File: src/design/cpac_pkg.sv
// Package for the cache purge amount calculator.
// Holds widths, the pipeline control struct and register address codes.
// No dependencies.
package cpac_pkg;
	localparam int unsigned VAL_W = 52;
	localparam int unsigned FRAC_BITS_DEFAULT = 32;
	localparam int unsigned ADDR_W = 6;
	localparam logic [ADDR_W-1:0] REG_BASELINE = 6'd0;
	localparam logic [ADDR_W-1:0] REG_NOMINAL = 6'd8;
	localparam logic [ADDR_W-1:0] REG_MAXIMUM = 6'd16;
	localparam logic [ADDR_W-1:0] REG_LOW_MARK = 6'd24;
	localparam logic [ADDR_W-1:0] REG_HIGH_MARK = 6'd32;
	localparam int unsigned QUO_W = 64;
	localparam logic [QUO_W-1:0] QUO_SAT = {QUO_W{1'b1}};
	localparam logic [VAL_W-1:0] VAL_SAT = {VAL_W{1'b1}};

	// Which branch of the decision an item took.
	localparam logic [1:0] PATH_ZERO = 2'd0;
	localparam logic [1:0] PATH_HIGH = 2'd1;
	localparam logic [1:0] PATH_MID = 2'd2;
	localparam logic [1:0] PATH_LOW = 2'd3;

	typedef struct packed {
		logic [1:0] path;
		logic full_disk;
		logic signed [VAL_W+1:0] cand;
		logic signed [VAL_W+1:0] x;
		logic signed [VAL_W+1:0] lo;
		logic signed [VAL_W+1:0] hi_a;
		logic signed [VAL_W+1:0] hi_b;
		logic [VAL_W-1:0] d;
		logic [VAL_W-1:0] m;
	} ctx_t;
endpackage

File: src/design/cpac_regs.sv
// APB-style register file for the five watermark registers.
// Depends on cpac_pkg.
module cpac_regs import cpac_pkg::*; (
	input logic clk,
	input logic arst_n,
	input logic psel,
	input logic penable,
	input logic pwrite,
	input logic [ADDR_W-1:0] paddr,
	input logic [63:0] pwdata,
	output logic [63:0] prdata,
	output logic pready,
	output logic [VAL_W-1:0] f0,
	output logic [VAL_W-1:0] f1,
	output logic [VAL_W-1:0] f2,
	output logic [VAL_W-1:0] w1,
	output logic [VAL_W-1:0] w2
);
	logic wr;
	assign pready = 1'b1;
	assign wr = psel && penable && pwrite;

	always_ff @(posedge clk or negedge arst_n) begin
		if (!arst_n) begin
			f0 <= '0;
			f1 <= '0;
			f2 <= '0;
			w1 <= '0;
			w2 <= '0;
		end else if (wr) begin
			unique case (paddr)
				REG_BASELINE: f0 <= pwdata[VAL_W-1:0];
				REG_NOMINAL: f1 <= pwdata[VAL_W-1:0];
				REG_MAXIMUM: f2 <= pwdata[VAL_W-1:0];
				REG_LOW_MARK: w1 <= pwdata[VAL_W-1:0];
				REG_HIGH_MARK: w2 <= pwdata[VAL_W-1:0];
				default: ;
			endcase
		end
	end

	always_comb begin
		prdata = '0;
		unique case (paddr)
			REG_BASELINE: prdata = {12'd0, f0};
			REG_NOMINAL: prdata = {12'd0, f1};
			REG_MAXIMUM: prdata = {12'd0, f2};
			REG_LOW_MARK: prdata = {12'd0, w1};
			REG_HIGH_MARK: prdata = {12'd0, w2};
			default: prdata = '0;
		endcase
	end
endmodule

File: config.mk
export PLATFORM = sky130hd
export DESIGN_NAME = cpac_regs
export DESIGN_NICKNAME = d
export VERILOG_FILES = /design/src/design/cpac_pkg.sv /design/src/design/cpac_regs.sv
export SDC_FILE = /design/constraint.sdc
export NUM_CORES = 1
export LEC_CHECK = 0
export ABC_AREA = 0
export BUFFER_PORTS_ARGS = -buffer_cell sky130_fd_sc_hd__buf_4
export CORE_AREA = 2 2 154 156
export CTS_BUF_LIST = sky130_fd_sc_hd__clkbuf_8
export CTS_CLUSTER_DIAMETER = 80
export DETAILED_ROUTE_END_ITERATION = 8
export DIE_AREA = 0 0 156 158
export HOLD_SLACK_MARGIN = 0.03
export PLACE_DENSITY = 0.83
export RECOVER_POWER = 25
export SETUP_SLACK_MARGIN = 0.2
export SLEW_MARGIN = 15
export SYNTH_ARGS = -nofsm -noshare
export SYNTH_HDL_FRONTEND = slang
export SYNTH_SLANG_ARGS = --single-unit
export TNS_END_PERCENT = 5
File: constraint.sdc
create_clock -name clk -period 5.3 [get_ports clk]
set_input_delay 0.795 -clock clk [delete_from_list [all_inputs] [get_ports clk]]
set_output_delay 0.795 -clock clk [all_outputs]
set_load 0.005 [all_outputs]
== After elaboration in Yosys (flattened, before gate mapping) ==
Index checks and enable logic that the tools add are counted.
Widths: inputs -> output; s select.

* Flip-flop bits (word level): 260
* Input port bits: 75
* Output and inout port bits: 325

* Eq/ne operators: 4
* Multiplexer cells: 1
* Reduce and logical (&&, ||, !) cells: 8

{| class="wikitable"
|+ Operator list
! operator !! number
|-
| $pmux 52 s5 || 1
|-
| $eq 6x5->1 const B || 2
|-
| $reduce_and 2->1 || 5
|-
| $eq 6x4->1 const B || 1
|-
| $eq 6x6->1 const B || 1
|-
| $logic_not 6->1 || 1
|-
| $logic_and 1x1->1 || 2
|}

== Longest topological paths before layout ==
* Depth in word-level cells: 3
* Mapped depth: 6
* Gate-level depth less buffers: 3

== Worst setup path before layout ==
No wires, ideal clock.

* Kind: input to output
* Start: input paddr[1]
* End: output prdata[11]
* Arrival time: 2.229 ns
* Slack: 2.276 ns
* Stages: 5
* Cells stage by stage: or4_4 > buf_6 > nor3_2 > clkbuf_1 > a221o_1

* Cells in the longest elaborated chain, start to end: 2

{| class="wikitable"
|+ RTL lines
! element !! RTL line !! RTL
|-
| start: declaration || cpac_regs.sv:9 || <nowiki>input logic [ADDR_W-1:0] paddr,</nowiki>
|-
| $eq 6x6->1 (tied with other cells) || cpac_regs.sv:44 || <nowiki>unique case (paddr)</nowiki>
|-
| $pmux 52 s5 * || cpac_regs.sv:44 ||
|-
| end: declaration || cpac_regs.sv:11 || <nowiki>output logic [63:0] prdata,</nowiki>
|}

Every way passes the cells marked *; elsewhere a longest branch is shown, timed or not.

== Worst setup path after layout ==
* Start: input paddr[1]
* End: output prdata[47]

Same word-level chain as after synthesis.

==> results list <==
- Number of vias per cell after detailed routing: 5.73
* Flip-flop and latch count after synthesis: 260
- At the end of routability-driven placement, the weighted congestion stood at 0.806.
- After synthesis, the share of flip-flops with an asynchronous set or reset is 1.00.
- Yosys Warn Count: 0
- # rows: 56
- Layout cells sized above 1: 0.628
- In this run the post-CTS setup repair buffer count came out at 0.
- The share of total power dissipated in the clock network is 0.405.
* Depth of the CTS H-tree: 2
- Timing would allow up to 264 MHz.
- In this run the power spent charging and discharging nets is 1.09 mW.
- Failing checks: max-capacitance violations, max-slew violations
- Gates resized during post-CTS repair numbered 0.
- Clock transition time at the flip-flop clock pins of the worst setup and hold paths: 0.06 ns
- Insertion delay of the later-clocked pin in the worst-skew pair: 0.54 ns
* Proportion of synthesized chip area in sequential cells: 0.536
- In this run the mean area of a mapped cell was 14.9 um^2.
- In this run the tightest slew margin relative to its limit is -1.10.
- Tracing the worst setup path back leads to its startpoint at paddr[1].
* Result of the run: finished, violations left
- The final hold violation count was 0.
* Worst Hold Launch: pwdata[27]
- Slew @ Worst Pin: 3.15 ns
- Synthesis-to-layout area growth: 31.6%
- In the post-route analysis, the smallest setup slack over all paths is 1.51 ns.
- After routing, the total negative slack on setup checks comes to 0 ns.
- Final HPWL from detailed placement: 22,600 um
- Largest vdd supply drop: 0.000216 V
- Number of buffers inserted during clock tree synthesis: 45
- STA classifies the critical path startpoint as a primary input.
- Crit path required time: 4.51 ns
- Dividing the detail-routed wire length by the instance count gives 23.1 um.
- Grt met2 use: 0.467
- Pre-Repair DR Iteration Count: 4
* Overflow after GRT: 0
- Die area: 24,600 um^2
- Once detail routing completed, the nets flagged for antenna violations numbered 0.
* Worst setup path category: primary input to primary output
* Final total power: 4.45 mW
- Dominant register cell in the synthesized netlist: sky130_fd_sc_hd__dfrtp_1
- Critical Path Sink Type: primary output
- After layout, the minimum clock period comes to 3.79 ns.
- The placed instances occupy a cell area of 15,100 um^2.
- The finished cells cover 16,000 um^2.
- End point of the most critical hold path: f1[27]
- Setup clock skew after layout: 0 ns
- First-iteration detailed-routing DRC count: 520
- Counting instances, the worst hold path has a depth of 2.
* Worst endpoint data arrival time: 3.00 ns
* Most frequent cells in the layout: sky130_fd_sc_hd__buf_4 (388), sky130_fd_sc_hd__dfrtp_1 (260), sky130_fd_sc_hd__mux2_2 (234), sky130_fd_sc_hd__mux2_4 (70), sky130_fd_sc_hd__clkbuf_8 (60)
- Global routing met3 resource utilization: 0.0676
- Worst slack at placement: 1.52 ns
* Diode insertion count for antenna repair: 0
* Power Density: 278 nW/um^2
* Filler-free cell count of the finished design: 1,510
- Setup repair after global routing left no endpoint under its margin.
- DRC Markers: 0
* Number of cells traversed by the worst register-to-register path: 1
- Global router's overall resource usage: 0.276
* Share of the cycle needed by the critical path after routing: 0.716
- Sequential share of power: 0.487
* Share of total power in combinational logic: 0.109
* Most common cell after layout, fill and taps aside: sky130_fd_sc_hd__buf_4
* Height of the die: 158 um
- Maximum number of pins on one net before global-route repair: 125
- CP max FO: 56
* Count of vias placed by the detailed router: 8,652
- CTS tree: done
- Hold crit path type: primary input to register
- During I/O placement, the number of pins put on the boundary was 400.
- The global routing stage identified its most utilized layer as met2.
- The startpoint identified for the worst register-to-register timing path is f0[31].
- Standby leakage power: 8.62 nW
- The region available for standard cell placement spans 23,100 um^2.
- Horiz. Die Dim: 156 um
- CTS saw 260 sinks.
- The initial antenna violation count is 0.
- Max-cap violations in this run came to 1.
- I/O Buffers: 374
- Net switching share of the total power: 0.246
- DRT Wirelength: 34,900 um
- In this run the cell area of the synthesized design comes to 12,100 um^2.
* Number of enable flip-flop cells after synthesis: 0
* Slack of the worst reg-to-reg path: 4.46 ns
* Root Driver: sky130_fd_sc_hd__clkbuf_8
- The first global-routing pass estimated 52,900 um of wire.
- Max-slew violation count: 124
- Met1 Track Usage GR: 0.334
- Post-placement cell count: 1,433
- Unique masters post-synth: 24
- In this run, post-CTS hold repair placed 0 buffers.
- The endpoint identified for the worst register-to-register timing path is f0[31].
- Via count of the first global-routing pass: 9,063
- In the synthesized netlist, the number of instances is 816.
* Initial Util: 0.527
- The longest clock path from root to sink contains 3 buffers.
- Final layout net count: 1,265
* Final Setup Violations: 0
* Internal power of the cells: 3.35 mW
-- registers in the layout, indices dropped and copies added, names as in the netlist --
name / cells
f0: 52
w2: 52
f1: 52
w1: 52
f2: 52
-- power groups by stage --
stage | clock (mW) | combinational [mW] | sequential [mW]
5_1_grt | 1.93 | 0.519 | 2.18
3_3_place_gp | 0 | 0.475 | 2.19
3_5_place_dp | 0 | 0.486 | 2.20
4_1_cts | 1.84 | 0.488 | 2.16
6_report | 1.80 | 0.483 | 2.16
2_1_floorplan | 0 | 0.187 | 2.19
-- worst max-delay path by stage --
stage                  to
2_1_floorplan  prdata[11]
3_3_place_gp        f1[0]
6_report       prdata[47]
4_1_cts        prdata[47]
5_1_grt            f0[42]
3_5_place_dp   prdata[47]
-- area by class of cell --
cell class	count	area [um^2]
timing repair buffer	390	2940
inverter	1	3.75
tap	290	363
sequential	260	6510
clock inverter	17	73.8
clock buffer	60	826
multi-input combinational	492	5270
fill	1619	7070
-- metrics by stage --
step	util	hold WS, ns
floorplan	-	0.499
global placement	0.655	0.497
detailed placement	0.655	0.508
CTS	0.694	0.385
global route	0.693	0.488
finish	0.693	0.503
-- critical path: stages --
cell and delay (ns):
sky130_fd_sc_hd__buf_4 0.11, sky130_fd_sc_hd__or4_4 0.92, sky130_fd_sc_hd__nor3_4 0.26, sky130_fd_sc_hd__buf_4 0.47, sky130_fd_sc_hd__a221o_1 0.28, sky130_fd_sc_hd__buf_4 0.12
-- synth_stat cells (8+ instances only) --
cell type                  count  area, um^2
sky130_fd_sc_hd__a221o_1      52         521
sky130_fd_sc_hd__buf_2        18        90.1
sky130_fd_sc_hd__clkbuf_1     31         116
sky130_fd_sc_hd__mux2_2      234        2640
sky130_fd_sc_hd__mux2_1        8        90.1
sky130_fd_sc_hd__buf_4        13        97.6
sky130_fd_sc_hd__dfrtp_1     260        6510
sky130_fd_sc_hd__mux2i_1      52         521
sky130_fd_sc_hd__nor3_1       52         260
sky130_fd_sc_hd__mux2_4       70        1050
sky130_fd_sc_hd__buf_6        11         124
-- routing by layer --
| layer | share of wire | routed length (um) |
|---|---|---|
| met1 | 0.39 | 13700 |
| met2 | 0.50 | 17500 |
| met3 | 0.067 | 2320 |
| met4 | 0.041 | 1420 |
| met5 | 0 | 0 |
-- kinds of logic after synthesis --
kind of cell	after synthesis	share of synthesized area
mux	364	0.354
flops	260	0.536
buf+inv	75	0.0359
simple gates	63	0.0309
compound gates	52	0.0429
other cells	2	0.000619
Note: power is estimated with default switching activity, not from simulation.
